<file path="src/rtl/core/bpp_pkg.sv">
// Shared types and constants of the band peak picker.
`timescale 1ns / 1ps
`default_nettype none

package bpp_pkg;

    localparam int NUM_BANDS       = 6;
    localparam int BAND_IDX_W      = $clog2(NUM_BANDS);
    localparam int MAG_BITS        = 32;
    localparam int IN_MAG_W        = 32;
    localparam int OUT_MAG_W       = 32;
    localparam int REAL_W          = 32;
    localparam int BIN_CNT_W       = 10;
    localparam int BIN_W           = 9;
    localparam int FRAME_W         = 32;
    localparam int DUR_W           = 24;
    localparam int TIME_W          = 56;
    localparam int FRAME_BINS_LOG2 = 10;
    localparam int FRAME_BINS      = 1 << FRAME_BINS_LOG2;
    localparam int SUM_W           = MAG_BITS + 3;
    localparam int QUEUE_DEPTH     = 2;
    localparam int QUEUE_AW        = $clog2(QUEUE_DEPTH);

    localparam logic [BIN_CNT_W-1:0] BIN_SAT   = {BIN_CNT_W{1'b1}};
    localparam logic [DUR_W-1:0]     DUR_RESET = DUR_W'(23219);

    // Half-open band limits, band 0 in the lowest slot.
    localparam logic [NUM_BANDS-1:0][BIN_CNT_W-1:0] BAND_LO = {
        BIN_CNT_W'(160), BIN_CNT_W'(80), BIN_CNT_W'(40),
        BIN_CNT_W'(20),  BIN_CNT_W'(10), BIN_CNT_W'(0)
    };
    localparam logic [NUM_BANDS-1:0][BIN_CNT_W-1:0] BAND_HI = {
        BIN_CNT_W'(511), BIN_CNT_W'(160), BIN_CNT_W'(80),
        BIN_CNT_W'(40),  BIN_CNT_W'(20),  BIN_CNT_W'(10)
    };

    // Everything the back end needs to pick the peaks of one finished frame.
    typedef struct packed {
        logic [NUM_BANDS-1:0]                seen;
        logic [NUM_BANDS-1:0][MAG_BITS-1:0]  mag;
        logic [NUM_BANDS-1:0][BIN_W-1:0]     bin;
        logic [NUM_BANDS-1:0][REAL_W-1:0]    rval;
        logic [FRAME_W-1:0]                  frame;
    } t_frame_rec;

    typedef struct packed {
        logic full;
        logic nonempty;
    } t_q_status;

endpackage

`default_nettype wire

</file>
<file path="src/rtl/core/bpp_front.sv">
// Front end: takes bin words, tracks the per-band maxima and hands over finished frames.
`timescale 1ns / 1ps
`default_nettype none

module bpp_front (
    input  wire logic                          i_clk,
    input  wire logic                          i_rst_n,
    input  wire logic                          i_in_valid,
    output logic                               o_in_stall,
    input  wire logic [bpp_pkg::IN_MAG_W-1:0]  i_bin_magnitude,
    input  wire logic signed [bpp_pkg::REAL_W-1:0] i_bin_real,
    input  wire logic                          i_frame_end,
    input  wire bpp_pkg::t_q_status            i_q_status,
    output logic                               o_push,
    output bpp_pkg::t_frame_rec                o_rec
);

    logic [bpp_pkg::NUM_BANDS-1:0]                       r_seen, n_seen;
    logic [bpp_pkg::NUM_BANDS-1:0][bpp_pkg::MAG_BITS-1:0] r_mag, n_mag;
    logic [bpp_pkg::NUM_BANDS-1:0][bpp_pkg::BIN_W-1:0]    r_bin, n_bin;
    logic [bpp_pkg::NUM_BANDS-1:0][bpp_pkg::REAL_W-1:0]   r_rval, n_rval;
    logic [bpp_pkg::BIN_CNT_W-1:0]                       r_bin_cnt;
    logic [bpp_pkg::FRAME_W-1:0]                         r_frame;
    logic [bpp_pkg::MAG_BITS-1:0]                        mag_in;
    logic                                                accept;

    // The queue must have room for the frame record before any bin is taken.
    assign o_in_stall = i_q_status.full;
    assign accept     = i_in_valid && !o_in_stall;
    assign mag_in     = bpp_pkg::MAG_BITS'(i_bin_magnitude);

    always_comb begin
        n_seen = r_seen;
        n_mag  = r_mag;
        n_bin  = r_bin;
        n_rval = r_rval;
        for (int b = 0; b < bpp_pkg::NUM_BANDS; b++) begin
            if (r_bin_cnt >= bpp_pkg::BAND_LO[b] && r_bin_cnt < bpp_pkg::BAND_HI[b] &&
                (!r_seen[b] || mag_in > r_mag[b])) begin
                n_seen[b] = 1'b1;
                n_mag[b]  = mag_in;
                n_bin[b]  = r_bin_cnt[bpp_pkg::BIN_W-1:0];
                n_rval[b] = i_bin_real;
            end
        end
    end

    // The record carries the maxima including the marked bin itself.
    assign o_push       = accept && i_frame_end;
    assign o_rec.seen   = n_seen;
    assign o_rec.mag    = n_mag;
    assign o_rec.bin    = n_bin;
    assign o_rec.rval   = n_rval;
    assign o_rec.frame  = r_frame;

    always_ff @(posedge i_clk) begin
        if (!i_rst_n) begin
            r_seen    <= '0;
            r_bin_cnt <= '0;
            r_frame   <= '0;
        end else if (accept) begin
            if (i_frame_end) begin
                r_seen    <= '0;
                r_bin_cnt <= '0;
                r_frame   <= r_frame + bpp_pkg::FRAME_W'(1);
            end else begin
                r_seen <= n_seen;
                if (r_bin_cnt != bpp_pkg::BIN_SAT) begin
                    r_bin_cnt <= r_bin_cnt + bpp_pkg::BIN_CNT_W'(1);
                end
            end
        end
    end

    always_ff @(posedge i_clk) begin
        if (accept) begin
            r_mag  <= n_mag;
            r_bin  <= n_bin;
            r_rval <= n_rval;
        end
    end

endmodule

`default_nettype wire

</file>
<file path="config.mk">
export PLATFORM = sky130hd
export DESIGN_NAME = bpp_front
export DESIGN_NICKNAME = d
export VERILOG_FILES = /design/src/rtl/core/bpp_pkg.sv /design/src/rtl/core/bpp_front.sv
export SDC_FILE = /design/constraint.sdc
export NUM_CORES = 1
export LEC_CHECK = 0
export BUFFER_PORTS_ARGS = -buffer_cell sky130_fd_sc_hd__clkbuf_2
export CORE_UTILIZATION = 50
export DETAILED_ROUTE_END_ITERATION = 8
export PLACE_DENSITY_LB_ADDON = 0.08
export REMOVE_ABC_BUFFERS = 1
export SLEW_MARGIN = 10
export SYNTH_ARGS = -nofsm -noshare
export SYNTH_HDL_FRONTEND = slang
export SYNTH_SLANG_ARGS = --single-unit
</file>
<file path="constraint.sdc">
create_clock -name i_clk -period 55.2 [get_ports i_clk]
set_clock_uncertainty 0.15 [all_clocks]
set_input_delay 11.04 -clock i_clk [delete_from_list [all_inputs] [get_ports i_clk]]
set_output_delay 11.04 -clock i_clk [all_outputs]
set_load 0.1 [all_outputs]
</file>
==> run metrics <==
number of synthesized flops with an enable pin 438; final net count 2,712; PwrDens 31.45 mW/mm^2; Die Area 0.05266 mm^2; post-synth top area cell edfxtp_1; Root Buffer Master clkbuf_16; layout cells sized above 1 42.17%; DRC Markers 0; first-pass iteration count of the detailed router 5; Fill cells 4,186; worst slack, placed 28,250 ps; relative max-transition margin 18.63%; Post-CTS Resized 0; max_cap viols 0; final setup margin 28,350 ps; initial antenna violation count 0; setup TNS 0 ps; post-synthesis sequential element count 486; RSZ-0062 raised after global routing false; Initial Util 50.54%; die height 229.5 um; CP startpoint kind primary input; Ports 548; Area contributors post-synth edfxtp_1, mux2_2, ha_1; power consumption 973.6 uW; vias in the first global route 17,400; Placed Cells 3,070; crit path time final 26,850 ps; count of final setup violators 0; final core utilization 60.46%; CTS tree done; Die Width 229.5 um; Total Routing Usage GR 26.46%; top post-synthesis cells by count edfxtp_1, mux2_2, inv_1, ha_1, a21oi_1; Non-Filler Instances 3,170; Detailed Route Iter0 Violations 1,076; detailed-route wire length 70,610 um; mapped cell area 0.02587 mm^2; H-Tree Depth 2; Via Count 17,230; LEAKAGE 13.21 nW; n_diodes 0; Synth warnings 0; Max Fanout on Critical Path 42; Worst EP arrival 15,660 ps; required time of the critical path 44,010 ps; Setup CP Type in -> out; Worst-Margin Slew 1216 ps; core region area 0.05120 mm^2; global route overflow 0; sequential fraction of the synthesis area 54.55%; drt wl/cell 22.27 um; post-route ant nets 0; Hold Buf Count CTS 0; placer congestion estimate 0.8269; Synth Flop Type edfxtp_1; first-pass GRT wire length 106,700 um; CTS Buf Count 54; Worst-path clk slew 60 ps; number of port buffers 546; Fmax achieved 37.24 MHz; status completed; area grow syn2layout 19.64%; post-synth top area share 50.83%; synthesized area per cell 13.69 um^2; final hold violations 0; Mapped Cells 1,890; fin crit share 48.65%; nature of the critical path endpoint output port; DPL Wire Length 50,240 um; Synth cell types 61; via/cell ratio 5.434; # rows 83; top-count cell post-synth edfxtp_1; worst vdd ir 29.29 uV; Worst-Skew Late Latency 610 ps; largest net degree at the start of global routing 163; final slew viol count 0; Num Clock Sinks 486; async set-or-reset flop fraction in the synthesized netlist 0%; Setup Buffers After CTS 0; Hold WC Path Type reg -> reg; CTS max path bufs 3
## state kept, by name (all words and copies together) (netlist names)
register / flops
r_seen: 6
r_frame: 32
r_rval: 192
r_mag: 192
r_bin_cnt: 10
r_bin: 54
## cell type report
type                            instances  area (um^2)  share of cell area (%)
Timing Repair Buffer                  562         2865                   9.256
Clock inverter                         31        389.1                   1.257
Sequential cell                       486        14110                   45.59
Inverter                              204        765.7                   2.474
Tap cell                              680        850.8                   2.749
Clock buffer                           69         1429                   4.616
Multi-Input combinational cell       1138        10540                   34.05
## final timing paths
kind                            depth (start not counted)  slack [ps]                   start                     end
worst max register to register                         10       50430     r_mag[21]$_DFFE_PP_      r_mag[2]$_DFFE_PP_
worst min register to register                          2         320  r_seen[5]$_SDFFE_PN0P_  r_seen[5]$_SDFFE_PN0P_
worst max-delay path                                   11       28350     i_bin_magnitude[21]              o_rec[281]
worst min-delay path                                    2         320  r_seen[5]$_SDFFE_PN0P_  r_seen[5]$_SDFFE_PN0P_
## per-stage QoR
step,instance area (um^2),hold slack [ps]
after detailed placement,29140,315.5
after global placement,29140,298.3
after CTS,30950,330.0
final,30950,324.6
after global routing,30950,364.5
after floorplan,25400,286.7
## where the power goes
group / switching [mW] / internal, mW / total, mW
Clock: 0.153 / 0.220 / 0.374
Sequential: 0.00455 / 0.416 / 0.420
Combinational: 0.146 / 0.0329 / 0.179
## cell families (layout without fill, tap and decap cells)
logic type | Yosys count | count (layout) | synth area share, %
DFF | 486 | 486 | 54.55
muxes | 420 | 420 | 19.25
and+or+nand+nor | 299 | 299 | 6.161
buffers and inverters | 266 | 866 | 4.797
adders and majority gates | 196 | 196 | 9.478
AOI/OAI and AO/OA | 189 | 189 | 4.618
xor gates and xnor gates | 34 | 34 | 1.151
## critical path: stages
cell       delay (ps)
clkbuf_2          220
ha_1              360
a21o_1            160
nand3_1            80
a21oi_1            60
a2111oi_0         760
o21ai_0           320
o21ai_4          1000
buf_4             760
mux2_2            430
clkbuf_2          390
## per-layer routing
| layer | part of all wire, % | GRT usage, % |
|---|---|---|
| met2 | 48 | 43.06 |
| met1 | 42 | 34.15 |
| met5 | 0 | 0 |
| met3 | 7.3 | 7.333 |
| met4 | 2.8 | 8.292 |
## layout by cell type, fill, tap and decap left out, types with 7 or more instances in the layout
cell       count
clkinv_2       8
clkinv_1      13
clkbuf_2     546
edfxtp_1     438
clkbuf_16     55
nand2_1       64
nor2b_1       12
mux2_2       334
o21ai_0       36
clkbuf_1      14
nand3_1       33
a21o_1        11
ha_1         196
nand4_1       55
mux2_1        14
nand2b_1       8
inv_1        204
bufinv_16      8
nor2_1        39
a21oi_1       96
dfxtp_1       48
nor3_1        12
and2_1        38
xor2_1        11
mux2_4        68
nor4_1         7
xnor2_1       23
buf_4         15
(Power assumes the default switching activity.)
