$ cat src/rtl/core/bpp_pkg.sv
// Shared types and constants of the band peak picker.
`timescale 1ns / 1ps
`default_nettype none

package bpp_pkg;

    localparam int NUM_BANDS       = 6;
    localparam int BAND_IDX_W      = $clog2(NUM_BANDS);
    localparam int MAG_BITS        = 32;
    localparam int IN_MAG_W        = 32;
    localparam int OUT_MAG_W       = 32;
    localparam int REAL_W          = 32;
    localparam int BIN_CNT_W       = 10;
    localparam int BIN_W           = 9;
    localparam int FRAME_W         = 32;
    localparam int DUR_W           = 24;
    localparam int TIME_W          = 56;
    localparam int FRAME_BINS_LOG2 = 10;
    localparam int FRAME_BINS      = 1 << FRAME_BINS_LOG2;
    localparam int SUM_W           = MAG_BITS + 3;
    localparam int QUEUE_DEPTH     = 2;
    localparam int QUEUE_AW        = $clog2(QUEUE_DEPTH);

    localparam logic [BIN_CNT_W-1:0] BIN_SAT   = {BIN_CNT_W{1'b1}};
    localparam logic [DUR_W-1:0]     DUR_RESET = DUR_W'(23219);

    // Half-open band limits, band 0 in the lowest slot.
    localparam logic [NUM_BANDS-1:0][BIN_CNT_W-1:0] BAND_LO = {
        BIN_CNT_W'(160), BIN_CNT_W'(80), BIN_CNT_W'(40),
        BIN_CNT_W'(20),  BIN_CNT_W'(10), BIN_CNT_W'(0)
    };
    localparam logic [NUM_BANDS-1:0][BIN_CNT_W-1:0] BAND_HI = {
        BIN_CNT_W'(511), BIN_CNT_W'(160), BIN_CNT_W'(80),
        BIN_CNT_W'(40),  BIN_CNT_W'(20),  BIN_CNT_W'(10)
    };

    // Everything the back end needs to pick the peaks of one finished frame.
    typedef struct packed {
        logic [NUM_BANDS-1:0]                seen;
        logic [NUM_BANDS-1:0][MAG_BITS-1:0]  mag;
        logic [NUM_BANDS-1:0][BIN_W-1:0]     bin;
        logic [NUM_BANDS-1:0][REAL_W-1:0]    rval;
        logic [FRAME_W-1:0]                  frame;
    } t_frame_rec;

    typedef struct packed {
        logic full;
        logic nonempty;
    } t_q_status;

endpackage

`default_nettype wire

$ cat src/rtl/core/bpp_back.sv
// Back end: averages the band maxima of a frame and emits the peak words.
`timescale 1ns / 1ps
`default_nettype none

module bpp_back (
    input  wire logic                          i_clk,
    input  wire logic                          i_rst_n,
    input  wire bpp_pkg::t_frame_rec           i_head,
    input  wire bpp_pkg::t_q_status            i_q_status,
    output logic                               o_pop,
    input  wire logic [bpp_pkg::DUR_W-1:0]     i_frame_dur,
    output logic                               o_out_valid,
    input  wire logic                          i_out_stall,
    output logic [bpp_pkg::BIN_W-1:0]          o_peak_bin,
    output logic signed [bpp_pkg::REAL_W-1:0]  o_peak_real,
    output logic [bpp_pkg::OUT_MAG_W-1:0]      o_peak_magnitude,
    output logic [bpp_pkg::FRAME_W-1:0]        o_frame_number,
    output logic [bpp_pkg::TIME_W-1:0]         o_peak_time_us,
    output logic                               o_last_peak
);

    localparam int BASE_W = bpp_pkg::FRAME_W + bpp_pkg::DUR_W;
    localparam int PROD_W = bpp_pkg::BIN_W + bpp_pkg::DUR_W;
    localparam int FRAC_W = PROD_W - bpp_pkg::FRAME_BINS_LOG2;
    localparam logic [bpp_pkg::BAND_IDX_W-1:0] LAST_BAND =
        bpp_pkg::BAND_IDX_W'(bpp_pkg::NUM_BANDS - 1);

    typedef enum logic [4:0] {
        S_IDLE = 5'b00001,
        S_SUM  = 5'b00010,
        S_MARK = 5'b00100,
        S_MUL  = 5'b01000,
        S_OUT  = 5'b10000
    } t_back_state;

    t_back_state                       r_state, n_state;
    logic [bpp_pkg::BAND_IDX_W-1:0]    r_idx, n_idx;
    logic [bpp_pkg::SUM_W-1:0]         r_sum, n_sum;
    logic [bpp_pkg::NUM_BANDS-1:0]     r_mask, n_mask;
    logic [bpp_pkg::TIME_W-1:0]        r_base;
    logic [FRAC_W-1:0]                 r_frac;
    logic [BASE_W-1:0]                 base_prod;
    logic [PROD_W-1:0]                 frac_prod;
    logic [bpp_pkg::NUM_BANDS-1:0]     qual;
    logic [bpp_pkg::NUM_BANDS-1:0]     above;
    logic [bpp_pkg::SUM_W-1:0]         mag_ext;
    logic                              out_free;
    logic                              load;
    logic                              is_last;

    assign base_prod = BASE_W'(i_head.frame) * BASE_W'(i_frame_dur);
    assign frac_prod = PROD_W'(i_head.bin[r_idx]) * PROD_W'(i_frame_dur);
    assign out_free  = !o_out_valid || !i_out_stall;

    // A seen band qualifies when six times its maximum reaches the sum of the maxima of all seen bands.
    always_comb begin
        qual    = '0;
        mag_ext = '0;
        for (int b = 0; b < bpp_pkg::NUM_BANDS; b++) begin
            mag_ext = bpp_pkg::SUM_W'(i_head.mag[b]);
            qual[b] = i_head.seen[b] && (((mag_ext << 2) + (mag_ext << 1)) >= r_sum);
        end
    end

    always_comb begin
        for (int b = 0; b < bpp_pkg::NUM_BANDS; b++) begin
            above[b] = (bpp_pkg::BAND_IDX_W'(b) > r_idx);
        end
    end

    assign is_last = ~|(r_mask & above);

    always_comb begin
        n_state = r_state;
        n_idx   = r_idx;
        n_sum   = r_sum;
        n_mask  = r_mask;
        o_pop   = 1'b0;
        load    = 1'b0;
        case (r_state)
            S_IDLE: begin
                if (i_q_status.nonempty) begin
                    n_state = S_SUM;
                    n_idx   = '0;
                    n_sum   = '0;
                end
            end
            S_SUM: begin
                if (i_head.seen[r_idx]) begin
                    n_sum = r_sum + bpp_pkg::SUM_W'(i_head.mag[r_idx]);
                end
                if (r_idx == LAST_BAND) begin
                    n_state = S_MARK;
                    n_idx   = '0;
                end else begin
                    n_idx = r_idx + bpp_pkg::BAND_IDX_W'(1);
                end
            end
            S_MARK: begin
                n_mask  = qual;
                n_state = S_MUL;
            end
            S_MUL: begin
                if (r_mask[r_idx]) begin
                    n_state = S_OUT;
                end else if (r_idx == LAST_BAND) begin
                    o_pop   = 1'b1;
                    n_state = S_IDLE;
                end else begin
                    n_idx = r_idx + bpp_pkg::BAND_IDX_W'(1);
                end
            end
            S_OUT: begin
                if (out_free) begin
                    load = 1'b1;
                    if (is_last) begin
                        o_pop   = 1'b1;
                        n_state = S_IDLE;
                    end else begin
                        n_idx   = r_idx + bpp_pkg::BAND_IDX_W'(1);
                        n_state = S_MUL;
                    end
                end
            end
            default: begin
                n_state = S_IDLE;
            end
        endcase
    end

    always_ff @(posedge i_clk) begin
        if (!i_rst_n) begin
            r_state     <= S_IDLE;
            r_idx       <= '0;
            o_out_valid <= 1'b0;
        end else begin
            r_state <= n_state;
            r_idx   <= n_idx;
            if (load) begin
                o_out_valid <= 1'b1;
            end else if (!i_out_stall) begin
                o_out_valid <= 1'b0;
            end
        end
    end

    always_ff @(posedge i_clk) begin
        r_sum  <= n_sum;
        r_mask <= n_mask;
        if (r_state == S_SUM) begin
            r_base <= bpp_pkg::TIME_W'(base_prod);
        end
        if (r_state == S_MUL) begin
            r_frac <= frac_prod[PROD_W-1:bpp_pkg::FRAME_BINS_LOG2];
        end
        if (load) begin
            o_peak_bin       <= i_head.bin[r_idx];
            o_peak_real      <= i_head.rval[r_idx];
            o_peak_magnitude <= bpp_pkg::OUT_MAG_W'(i_head.mag[r_idx]);
            o_frame_number   <= i_head.frame;
            o_peak_time_us   <= r_base + bpp_pkg::TIME_W'(r_frac);
            o_last_peak      <= is_last;
        end
    end

endmodule

`default_nettype wire

$ cat config.mk
export PLATFORM = sky130hd
export DESIGN_NAME = bpp_back
export DESIGN_NICKNAME = d
export VERILOG_FILES = /design/src/rtl/core/bpp_pkg.sv /design/src/rtl/core/bpp_back.sv
export SDC_FILE = /design/constraint.sdc
export NUM_CORES = 2
export LEC_CHECK = 0
export BUFFER_PORTS_ARGS = -buffer_cell sky130_fd_sc_hd__buf_2
export CORE_MARGIN = 4
export CORE_UTILIZATION = 67
export DETAILED_ROUTE_END_ITERATION = 10
export GPL_TIMING_DRIVEN = 0
export PLACE_DENSITY = 0.92
export SETUP_SLACK_MARGIN = 0.05
export SYNTH_ARGS = -nofsm -noshare
export SYNTH_HDL_FRONTEND = slang
export SYNTH_SLANG_ARGS = --single-unit
$ cat constraint.sdc
create_clock -name i_clk -period 18.1 [get_ports i_clk]
set_input_delay 0.905 -clock i_clk [delete_from_list [all_inputs] [get_ports i_clk]]
set_output_delay 0.905 -clock i_clk [all_outputs]
set_load 0.01 [all_outputs]
==> impl_metrics.py <==
metrics = {
    "sta": {
        "clock.fmax_mhz": 103,
        "max_slew.worst_pin.slew_ps": 1560,
        "timing.final.setup_violations": 0,
        "grt_setup_unrepaired": "false",
        "relSlewSlack_pct": -4.15,
        "finalClockSkew_ps": 67.9,
        "period_minus_slack_ps": 9730,
        "fin_worst_hold_slack_ps": 544,
        "setup_tns_ps": 0,
        "number_of_endpoints_with_negative_hold_slack_in_the_final_report": 0,
        "total_count_of_max_transition_violations_in_the_final_report": 8,
        "min_period_over_period_pct": 53.8,
    },
    "final_layout": {
        "final_nets": 9362,
        "final_layout_size_suffix_gt1_share_pct": 11.4,
        "syn_to_final_growth_pct": 11.2,
        "final_util_pct": 75.2,
        "final.fill_count": 6342,
    },
    "placed_design": {
        "hpwlAfterDp_mm": 210,
        "routabilityCongestion": 1.11,
        "port_buffers": 667,
    },
    "worst_setup_path": {
        "crit_required_ps": 18420,
        "setup.worst_path.class": "primary input to flip-flop",
        "r2r_cells": 24,
        "critical_path_peak_fanout": 12,
        "endpoint_kind": "flip-flop",
        "critical_path.reg2reg.startpoint": "r_idx[1]$_SDFFE_PN0P_",
        "rr_endpoint": "r_frac[16]$_DFFE_PP_",
        "ff2ff_setup_slack_ps": 8440,
        "cp_data_arrival_time_ps": 10050,
        "worst_setup_path_start_kind": "primary input",
    },
    "synth": {
        "synth_largest_type_area_fraction_pct": 27.4,
        "synth-main-ff-cell": "edfxtp_1",
        "post-synth-top-count-cell": "inv_1",
        "netlist_instances": 6634,
        "synth_cell_types": 83,
        "synth.net_count": 8644,
        "post_synth_main_area_contributors": "fa_1 27%, ha_1 14%, edfxtp_1 14%",
        "syn_area_per_cell_um2": 9.02,
        "syn_area_um2": 59900,
        "syn_warnings": 0,
        "post-synth-top-area-cell": "fa_1",
        "synthArstFlopShare_pct": 0,
        "ys_seq_area_share_pct": 14.4,
        "synth.ff_latch_count": 291,
        "synth-edff-count": 282,
        "most_frequent_cells_after_synthesis": "970 x inv_1, 820 x fa_1, 702 x nand2_1",
    },
    "worst_hold_path": {
        "hold-path-endpoint": "o_frame_number[18]$_DFFE_PP_",
        "min_path_type": "primary input to flip-flop",
        "hold_path_depth": 1,
        "hold_path_startpoint": "i_head[18]",
    },
    "clock_network": {
        "clockBufferDepth": 3,
        "worstSkewPairLatency_ps": 630,
        "cts_resized": 0,
        "clock_tree.root_cell": "clkbuf_16",
        "cts_hold_repair.buffers": 0,
        "tritoncts": "yes",
        "cts-buffers-inserted": 38,
        "cts_sinks": 291,
        "cts.repair_timing.setup_buffer_count": 0,
        "cts.clk_slew.worst_paths_ps": 80,
        "cts.htree.levels": 2,
    },
    "grt": {
        "initial_antenna_violation_count": 123,
        "global_route_wire_length_before_repair_mm": 377,
        "first_global_vias": 57600,
        "grt.total_usage_pct": 55.5,
        "grt_start_max_net_pins": 38,
        "grt-ovfl-total": 0,
    },
    "status": {
        "run_status": "finished, violations left",
        "failed_checks": "max-capacitance violations, max-slew violations",
    },
    "routing": {
        "ant_nets": 0,
        "routed_wire_length_per_instance_um": 29.9,
        "drc_errors_left": 0,
        "vias_per_cell": 6.71,
        "detailroute.via_count": 58100,
        "dr.first_iter.drc_count": 7984,
        "totalWireLength_mm": 259,
        "first_pass_iters": 10,
    },
    "die": {
        "placement_rows": 109,
        "die_width_um": 307,
        "initial_core_util_pct": 67.6,
        "placeableCoreArea_um2": 88500,
        "die-area_um2": 94200,
        "top_level_ports": 669,
        "chipHeight_um": 307,
    },
    "run": {
        "drv_cap": 2,
    },
}
worst max path at each step:
stage | startpoint | slack (ps) | end
2_1_floorplan | r_state[1]$_SDFFE_PN0P_ | 7900 | o_pop
3_3_place_gp | r_state[1]$_SDFFE_PN0P_ | 3100 | o_pop
3_5_place_dp | i_frame_dur[1] | 8250 | r_base[53]$_DFFE_PP_
4_1_cts | i_frame_dur[1] | 8850 | r_base[53]$_DFFE_PP_
5_1_grt | i_frame_dur[1] | 8370 | r_base[53]$_DFFE_PP_
6_report | i_frame_dur[1] | 8370 | r_base[53]$_DFFE_PP_
through the flow:
stage | instance area [um2] | setup WS, ps | cells
6_report | 66500 | 8370 | 8664
5_1_grt | 66400 | 8370 | 8614
4_1_cts | 66200 | 8850 | 8541
3_5_place_dp | 64900 | 8250 | 8475
3_3_place_gp | 64700 | 3100 | 8466
2_1_floorplan | 59900 | 7900 | 6634
state kept, by name (all words and copies together) (netlist names):
| register | count |
|---|---|
| r_sum | 35 |
| o_peak_magnitude | 32 |
| o_peak_time_us | 56 |
| o_out_valid | 1 |
| r_mask | 6 |
| r_frac | 23 |
| r_idx | 3 |
| o_peak_bin | 9 |
| o_peak_real | 32 |
| o_last_peak | 1 |
| o_frame_number | 32 |
| r_state | 5 |
| r_base | 56 |
layout make-up:
cell class / count / area, um2 / share of cell area, %
multi-input combinational: 5099 / 46600 / 70.0
buffer: 272 / 1030 / 1.55
clock buffer: 43 / 991 / 1.49
sequential: 291 / 8650 / 13.0
antenna: 121 / 303 / 0.455
inverter: 972 / 3650 / 5.48
clock inverter: 23 / 300 / 0.451
timing repair buffer: 678 / 3580 / 5.38
tap: 1165 / 1460 / 2.19
placed cells by master (no fill, tap or decap), types with 27 or more instances in the layout:
master       n
a21o_1     198
inv_1      970
nor2_1     306
nor2b_1     61
a21oi_1    405
and3_1      47
diode_2    121
mux2_2      47
nand3_1     63
o21a_1      76
mux2i_1     77
ha_1       685
o221ai_1    27
clkbuf_16   39
buf_2      676
a31oi_1     33
edfxtp_1   282
o21bai_1    49
and2_1     479
a221oi_1    54
xor2_1      95
xnor2_1    202
nand2b_1    50
nand4_1     56
nor3_1      62
nand2_1    702
a22oi_1     30
o21ai_0    184
fa_1       820
a211oi_1    49
clkbuf_1   255
per-layer routing:
metal  GRT usage [%]  routed length (um)
met2            75.8              104000
met4            49.3               30100
met3            29.0               41500
met5            2.28                 344
met1            62.9               83100
logic make-up (layout without fill, tap and decap cells):
logic type / Yosys count / count (layout) / synth area share, %
compound gates: 1272 / 1272 / 13.9
xor+xnor: 297 / 297 / 4.35
fa+ha+maj: 1505 / 1505 / 41.7
buf+inv: 1244 / 1988 / 7.82
flops: 291 / 291 / 14.4
mux: 125 / 125 / 2.21
other cells: 0 / 121 / 0
simple gates: 1900 / 1900 / 15.5
worst max-delay path, cell delays in order:
cell and delay (ps):
buf_2 300, clkbuf_1 370, clkbuf_1 860, and2_1 270, fa_1 460, fa_1 550, inv_1 60, fa_1 470
fa_1 550, inv_1 60, fa_1 480, fa_1 500, inv_1 50, fa_1 480, inv_1 50, ha_1 260
clkbuf_1 410, nand4_1 490, a211oi_2 990, o21ai_1 210, o21ai_2 330, a211oi_2 180, o21ba_2 270, o21ai_0 290
a311oi_1 170
Power is not shown: default switching activity piles up to over one toggle a cycle in this logic, so the estimate is an artifact.
