<file path="config.mk">
export PLATFORM = sky130hd
export DESIGN_NAME = bpp_queue
export DESIGN_NICKNAME = d
export VERILOG_FILES = /design/src/rtl/core/bpp_pkg.sv /design/src/rtl/core/bpp_queue.sv
export SDC_FILE = /design/constraint.sdc
export NUM_CORES = 1
export LEC_CHECK = 0
export BUFFER_PORTS_ARGS = -buffer_cell sky130_fd_sc_hd__buf_4
export CORE_AREA = 4 4 374 376
export DETAILED_ROUTE_END_ITERATION = 12
export DIE_AREA = 0 0 378 380
export GPL_TIMING_DRIVEN = 0
export PLACE_DENSITY = 0.44
export SKIP_LAST_GASP = 1
export SYNTH_ARGS = -nofsm -noshare
export SYNTH_HDL_FRONTEND = slang
export SYNTH_SLANG_ARGS = --single-unit
</file>
<file path="constraint.sdc">
create_clock -name i_clk -period 27.5 [get_ports i_clk]
set_input_delay 4.125 -clock i_clk [delete_from_list [all_inputs] [get_ports i_clk]]
set_output_delay 4.125 -clock i_clk [all_outputs]
set_load 0.03 [all_outputs]
</file>
<file path="src/rtl/core/bpp_pkg.sv">
// Shared types and constants of the band peak picker.
`timescale 1ns / 1ps
`default_nettype none

package bpp_pkg;

    localparam int NUM_BANDS       = 6;
    localparam int BAND_IDX_W      = $clog2(NUM_BANDS);
    localparam int MAG_BITS        = 32;
    localparam int IN_MAG_W        = 32;
    localparam int OUT_MAG_W       = 32;
    localparam int REAL_W          = 32;
    localparam int BIN_CNT_W       = 10;
    localparam int BIN_W           = 9;
    localparam int FRAME_W         = 32;
    localparam int DUR_W           = 24;
    localparam int TIME_W          = 56;
    localparam int FRAME_BINS_LOG2 = 10;
    localparam int FRAME_BINS      = 1 << FRAME_BINS_LOG2;
    localparam int SUM_W           = MAG_BITS + 3;
    localparam int QUEUE_DEPTH     = 2;
    localparam int QUEUE_AW        = $clog2(QUEUE_DEPTH);

    localparam logic [BIN_CNT_W-1:0] BIN_SAT   = {BIN_CNT_W{1'b1}};
    localparam logic [DUR_W-1:0]     DUR_RESET = DUR_W'(23219);

    // Half-open band limits, band 0 in the lowest slot.
    localparam logic [NUM_BANDS-1:0][BIN_CNT_W-1:0] BAND_LO = {
        BIN_CNT_W'(160), BIN_CNT_W'(80), BIN_CNT_W'(40),
        BIN_CNT_W'(20),  BIN_CNT_W'(10), BIN_CNT_W'(0)
    };
    localparam logic [NUM_BANDS-1:0][BIN_CNT_W-1:0] BAND_HI = {
        BIN_CNT_W'(511), BIN_CNT_W'(160), BIN_CNT_W'(80),
        BIN_CNT_W'(40),  BIN_CNT_W'(20),  BIN_CNT_W'(10)
    };

    // Everything the back end needs to pick the peaks of one finished frame.
    typedef struct packed {
        logic [NUM_BANDS-1:0]                seen;
        logic [NUM_BANDS-1:0][MAG_BITS-1:0]  mag;
        logic [NUM_BANDS-1:0][BIN_W-1:0]     bin;
        logic [NUM_BANDS-1:0][REAL_W-1:0]    rval;
        logic [FRAME_W-1:0]                  frame;
    } t_frame_rec;

    typedef struct packed {
        logic full;
        logic nonempty;
    } t_q_status;

endpackage

`default_nettype wire

</file>
<file path="src/rtl/core/bpp_queue.sv">
// Short queue of finished frame records between the front and back ends.
`timescale 1ns / 1ps
`default_nettype none

module bpp_queue (
    input  wire logic                 i_clk,
    input  wire logic                 i_rst_n,
    input  wire logic                 i_push,
    input  wire bpp_pkg::t_frame_rec  i_rec,
    input  wire logic                 i_pop,
    output bpp_pkg::t_frame_rec       o_head,
    output bpp_pkg::t_q_status        o_status
);

    bpp_pkg::t_frame_rec             r_mem [bpp_pkg::QUEUE_DEPTH];
    logic [bpp_pkg::QUEUE_AW-1:0]    r_wr_ptr;
    logic [bpp_pkg::QUEUE_AW-1:0]    r_rd_ptr;
    logic [bpp_pkg::QUEUE_AW:0]      r_count;

    assign o_head            = r_mem[r_rd_ptr];
    assign o_status.full     = (r_count == (bpp_pkg::QUEUE_AW + 1)'(bpp_pkg::QUEUE_DEPTH));
    assign o_status.nonempty = (r_count != '0);

    always_ff @(posedge i_clk) begin
        if (i_push) begin
            r_mem[r_wr_ptr] <= i_rec;
        end
    end

    always_ff @(posedge i_clk) begin
        if (!i_rst_n) begin
            r_wr_ptr <= '0;
            r_rd_ptr <= '0;
            r_count  <= '0;
        end else begin
            if (i_push) begin
                r_wr_ptr <= r_wr_ptr + bpp_pkg::QUEUE_AW'(1);
            end
            if (i_pop) begin
                r_rd_ptr <= r_rd_ptr + bpp_pkg::QUEUE_AW'(1);
            end
            case ({i_push, i_pop})
                2'b10:   r_count <= r_count + (bpp_pkg::QUEUE_AW + 1)'(1);
                2'b01:   r_count <= r_count - (bpp_pkg::QUEUE_AW + 1)'(1);
                default: r_count <= r_count;
            endcase
        end
    end

endmodule

`default_nettype wire

</file>
==> results of run 1 <==
## worst max-delay path by stage
stage / startpoint / end / cells after the start
after detailed placement: i_push / r_mem[0][452] / 10
after floorplan: i_push / r_wr_ptr / 3
after global routing: register / o_head[16] / 4
after global placement: i_push / r_wr_ptr / 4
final: register / o_head[16] / 4
after CTS: register / o_head[16] / 4
## state kept, by name, indices dropped and copies added, names as in the netlist, named ones only
name	count
r_rd_ptr	1
r_mem	952
r_count	2
r_wr_ptr	1
## power breakdown
group / leakage, nW / switching [mW] / internal, mW
combinational: 7.03 / 0.322 / 0.230
sequential: 8.98 / 0.0145 / 1.69
clock: 1.62 / 0.572 / 0.783
## cells in the final DEF, fill, tap and decap left out
cell type / netlist / routed
o21ai_0: 1 / 1
clkinvlp_4: 0 / 2
diode_2: 0 / 23
or3_1: 1 / 1
buf_16: 0 / 13
mux2_2: 476 / 476
nor2b_1: 1 / 1
nor2_4: 0 / 1
buf_6: 50 / 50
and2_1: 4 / 3
o21a_1: 1 / 1
clkinv_2: 0 / 14
clkinv_4: 0 / 1
or2_2: 1 / 1
and2b_2: 1 / 1
inv_1: 1 / 1
buf_12: 0 / 14
inv_6: 0 / 2
xnor2_1: 2 / 2
a21boi_0: 1 / 1
dfxtp_1: 5 / 5
clkbuf_1: 0 / 27
ha_1: 1 / 1
clkinv_1: 0 / 30
buf_4: 0 / 957
clkbuf_16: 0 / 109
edfxtp_1: 952 / 952
xor2_1: 1 / 1
bufinv_16: 0 / 6
clkinv_16: 0 / 4
and2_4: 0 / 1
buf_2: 3 / 3
## logic make-up after synthesis
logic type | synth area share, %
flip-flops | 82.57
multiplexers | 15.43
buffers and inverters | 1.675
AND/OR/NAND/NOR | 0.1621
AO/OA/AOI/OAI | 0.05762
XOR/XNOR | 0.07564
adder cells (fa/ha/maj) | 0.03601
## stage by stage
step / instance area (um2) / setup slack (ps)
after floorplan: 34740 / 1848
after global placement: 44170 / -10310
after detailed placement: 44820 / 20750
after CTS: 48180 / 20730
after global routing: 48200 / 20780
final: 48230 / 21000
## routing by layer
layer | track usage [%] | wire (um) | vias to the layer above
li1 | - | - | 8274
met1 | 13.39 | 34640 | 9057
met2 | 23.83 | 51600 | 708
met3 | 7.192 | 12280 | 178
met4 | 5.812 | 3446 | 22
met5 | 0 | 142 | -
## worst min-delay path, cell delays in order, from the launching register on
cell and delay (ps):
dfxtp_1 340, o21ai_0 90, a21boi_0 90
## layout make-up
class | instances | area share (%)
sequential | 957 | 59.48
timing repair buffer | 984 | 16.22
multi-input combinational | 492 | 11.37
clock buffer | 136 | 5.865
tap | 1794 | 4.654
buffer | 53 | 1.198
clock inverter | 59 | 1.087
antenna | 23 | 0.1193
inverter | 1 | 0.007782
==> impl_results.md, run 1 <==
- CP arrival: 2380 ps
- First-pass GRT wire length: 140.8 mm
- Syn Area/Cell: roughly 23 um2
- Clock skew: around 24 ps
- Vias: 18240
- Final cell count without fillers: around 4500
- Family with the most delay on the worst path: buffers and inverters
- Worst R2R End: r_mem[1][443]
- Outcome: complete, no violations
- Final wirelength: 102.1 mm
- Buffers on Ports: approximately 960
- Hold Vio Cnt, Final: 0
- Largest net degree at the start of global routing: between 60 and 70
- Syn nets: a little under 2000
- Hold Crit Start: r_count[1]
- Post-CTS Setup Bufs: 0
- Dominant cell type by area after synthesis: edfxtp_1
- Design Power: roughly 3.6 mW
- Num Clock Sinks: 957
- Hold slack final: roughly 570 ps
- Bufs and invs on worst path: 3
- Crit path capture type: primary output
- Final ANT Viol Nets: 0
- Initial core utilization: around a quarter
- Critical path peak fanout: 10
- Max Fclk: between 0.15 and 0.2 GHz
- WL per Instance: between 20 and 25 um
- DRC Markers: 0
- Syn Inst Count: between 1500 and 2000
- Hold buffer count at CTS: 0
- IO Count: 958
- First DRT Iteration DRCs: approximately 670
- Top-area cell type share of the netlist area: between 80% and 90%
- Peak supply drop: 0.05666 mV
- Register area: 28690 um2
- Ratio of final minimum period to clock period: 23.65%
- Number of flops mapped to enable cells by yosys: 952
- Multi-input logic area: roughly 5500 um2
- Prevailing post-synth register cell: edfxtp_1
- Crit-path cells: buf_6, buf_2, mux2_2, buf_4
- Die W: 378 um
- GRT Total Usage: 13.64%
- Setup Total Neg Slack: 0 ps
- Max-slew violations: 0
- H-tree depth: 3
- Pwr per Cell Area: around 75 nW/um2
- Most frequent cells after synthesis: edfxtp_1, mux2_2, buf_6
- Most numerous cell in the Yosys netlist: edfxtp_1
- Final net count: between 3000 and 4000
- Worst-path clk slew: about 60 ps
- CTS tree: built
- YS warnings: 0
- Crit start category: register
- Core area: 136800 um2
- Pre-antenna DRT Iters: 4
- Routability cong.: approximately 0.78
- Final setup violation count: 0
- Minimum clock period: between 6000 and 7000 ps
- Cell variety after synth: 18
- Worst-Margin Slew: 561.5 ps
- Worst hold path type: reg2reg
- Number of synthesized register bits: ~960
- R2R cell count: 5
- Hpwl dp: a little under 80 mm
- Vias in the first global route: ~20000
- Post-cts sizing count: 0
- Clk buf depth: 3
- Chip height: 380 um
- Internal reg-to-reg setup slack: ~25000 ps
- Layout cells sized above 1: about three fifths
- Syn-to-layout area delta: 38.82%
- CP max stage cell: buf_2
- Seq/Total Area, Yosys: 82.57%
- Die area: ~140000 um2
- RSZ-0062 raised after global routing: false
- Maximum capacitance violations: 0
- Clock Tree Root: clkbuf_16
- Worst r2r src: r_wr_ptr
- # placed instances: around 4300
- Latest clock arrival within the worst-skew pair: about 700 ps
- Final core occ: about a third
- FFs w/ async S/R, synth: 0%
- Grt total ovfl: 0
- Critical path required time: ~23000 ps
- Number of cell rows: roughly 140
- Mapped Area: approximately 35000 um2
- Hold endpoint: r_count[1]
- Crit-path max cell delay: 460 ps
- Crit Path Class: reg2out
- WHS Path Cells: 2
- Num CTS Buffers: between 100 and 150
- Top post-synthesis cells by area: edfxtp_1, mux2_2, buf_6, dfxtp_1, and2_1
- Fill count: approximately 13000
- LEAKAGE: between 15 and 20 nW
- Antenna violations before repair: 39
- Rel. slew slack: 62.48%
- Vias/cell: a little over 4
(Power assumes the default switching activity.)
==> run 2, diff against run 1 <==
--- a/config.mk
+++ b/config.mk
@@ -6,11 +6,11 @@
 export NUM_CORES = 1
 export LEC_CHECK = 0
 export BUFFER_PORTS_ARGS = -buffer_cell sky130_fd_sc_hd__buf_4
-export CORE_AREA = 4 4 374 376
+export CORE_AREA = 4 4 371 373
 export DETAILED_ROUTE_END_ITERATION = 12
-export DIE_AREA = 0 0 378 380
+export DIE_AREA = 0 0 375 377
 export GPL_TIMING_DRIVEN = 0
-export PLACE_DENSITY = 0.44
+export PLACE_DENSITY = 0.46
 export SKIP_LAST_GASP = 1
 export SYNTH_ARGS = -nofsm -noshare
 export SYNTH_HDL_FRONTEND = slang
==> constraint.sdc (replaced) <==
create_clock -name i_clk -period 5.62 [get_ports i_clk]
set_input_delay 0.843 -clock i_clk [delete_from_list [all_inputs] [get_ports i_clk]]
set_output_delay 0.843 -clock i_clk [all_outputs]
set_load 0.03 [all_outputs]
==> run 2 against run 1 <==
Net effect:
- setup slack worse by 19000 ps
- sequential share of layout area fell by 0.099 points
- largest cell class unchanged
- core utilization rose by 0.63 points
- sequential cell count unchanged
==> impl_results.md, run 2 (synthesized netlist as in run 1, its figures left out) <==
- Hold buffer count at CTS: 0
- Worst r2r src: r_wr_ptr
- Num CTS Buffers: between 100 and 150
- Final setup violation count: 0
- DRC Markers: 0
- Crit Path Class: reg2out
- Hold Crit Start: i_rec[147]
- Critical path required time: about 4800 ps
- CTS tree: built
- Final wirelength: roughly 100 mm
- Peak supply drop: ~0.28 mV
- LEAKAGE: 17.70 nW
- Worst hold path type: in2reg
- Buffers on Ports: between 900 and 1000
- Setup Total Neg Slack: 0 ps
- Design Power: between 15 and 20 mW
- Crit-path max cell delay: between 400 and 500 ps
- Vias: ~18000
- IO Count: between 900 and 1000
- Routability cong.: slightly above 0.8
- H-tree depth: 3
- Hold slack final: 330.5 ps
- Post-cts sizing count: 0
- Worst R2R End: r_mem[1][238]
- Hold Vio Cnt, Final: 0
- Commonest non-fill, non-tap cells in the layout: buf_4, edfxtp_1, mux2_2
- Largest regs: r_mem: 952 flops, r_count: 2 flops
- Syn-to-layout area delta: 39.05%
- Final cell count without fillers: 4479
- Antenna violations before repair: 25
- Final ANT Viol Nets: 0
- Final net count: about 3100
- Minimum clock period: between 3000 and 4000 ps
- Chip height: around 380 um
- Clk buf depth: 3
- Fin area: slightly below 50000 um2
- # placed instances: 4268
- Post-Place Cell Area: between 40000 and 50000 um2
- Critical path peak fanout: 10
- Die area: ~140000 um2
- Crit start category: register
- Post-CTS Setup Bufs: 0
- Worst-Margin Slew: approximately 870 ps
- Outcome: complete, no violations
- Layout cells sized above 1: between 60% and 70%
- Pre-antenna DRT Iters: 4
- Latest clock arrival within the worst-skew pair: approximately 700 ps
- Rel. slew slack: between 40% and 50%
- Fill count: 12770
- Clock skew: roughly 22 ps
- Die W: between 300 and 400 um
- Num Clock Sinks: 957
- GRT Total Usage: 13.64%
- Internal reg-to-reg setup slack: 3060 ps
- Crit path top cell by count: buf_6
- CP max stage cell: mux2_2
- Ratio of final minimum period to clock period: about 57%
- Worst-path clk slew: ~60 ps
- WHS Path Cells: 1
- Biggest register: r_mem
- Grt total ovfl: 0
- Clock Tree Root: clkbuf_16
- R2R cell count: 4
- Crit-path cells: buf_6, buf_6, buf_6, mux2_2, buf_4
- RSZ-0062 raised after global routing: false
- Max reg flops: between 900 and 1000
- Pwr per Cell Area: around 370 nW/um2
- Initial core utilization: about 26%
- Maximum capacitance violations: 0
- Family with the most delay on the worst path: buffers and inverters
- Number of cell rows: roughly 140
- CP arrival: ~2300 ps
- First-pass GRT wire length: between 100 and 150 mm
- Core area: ~130000 um2
- Largest net degree at the start of global routing: 65
- Vias/cell: ~4
- Vias in the first global route: around 20000
- Max Fclk: 0.3149 GHz
- Bufs and invs on worst path: 4
- Hpwl dp: 77.14 mm
- Most common cell after layout, fill and taps aside: buf_4
- WL per Instance: around 22 um
- Hold endpoint: r_mem[1][147]
- Max-slew violations: 0
- First DRT Iteration DRCs: approximately 740
- Crit path capture type: primary output
## run 2: cell count changes in the layout (fill, tap and decap cells not counted), sizes merged
cell,delta
diode,-8
clkinv,-1
clkbuf,-11
inv,+4
clkinvlp,+4
bufinv,+5
## run 2: worst max path at each step
stage                          endpoint  slack (ps)  depth (start not counted)
after floorplan             r_mem[0][0]       -2690                          2
after global placement    r_mem[0][233]       -6990                          3
after detailed placement  r_mem[1][238]        2380                          5
after CTS                   o_head[272]        2210                          5
after global routing        o_head[272]        2250                          5
final                       o_head[276]        2440                          5
## run 2: cell type report
class / count / area [um2] / area share [%]
well taps: 1781 / 2228 / 4.612
clock inverters: 71 / 690.7 / 1.430
multi-input cells: 492 / 5485 / 11.35
clock buffers: 125 / 2766 / 5.726
flip-flops and latches: 957 / 28690 / 59.38
plain buffers: 53 / 578.1 / 1.196
inverters: 1 / 16.27 / 0.03367
repair buffers: 984 / 7823 / 16.19
diodes: 15 / 37.54 / 0.07769
## run 2: per-stage QoR
| step | utilization [%] | worst slack (ps) |
|---|---|---|
| 5_1_grt | 35.88 | 2255 |
| 3_5_place_dp | 33.29 | 2378 |
| 3_3_place_gp | 32.82 | -6991 |
| 6_report | 35.89 | 2444 |
| 2_1_floorplan | - | -2694 |
| 4_1_cts | 35.86 | 2213 |
## run 2: metal layers
| metal | part of all wire [%] | up-vias | GRT usage (%) |
|---|---|---|---|
| met2 | 51 | 717 | 23.65 |
| met4 | 2.9 | 14 | 5.284 |
| li1 | - | 8259 | - |
| met5 | 0.093 | - | 0 |
| met1 | 36 | 9127 | 14.24 |
| met3 | 11 | 154 | 6.633 |
## run 2: report_power, final
part           switching (mW)  internal (mW)
logic                    1.58           1.12
registers              0.0719           8.26
clock network            2.81           4.03
total                    4.46           13.4
## run 2: worst reg2reg max path, delay by kind of cell (launching register included)
family        cells  cell delay (ps)
flops             1              380
buf+inv           3             1080
simple gates      1              750
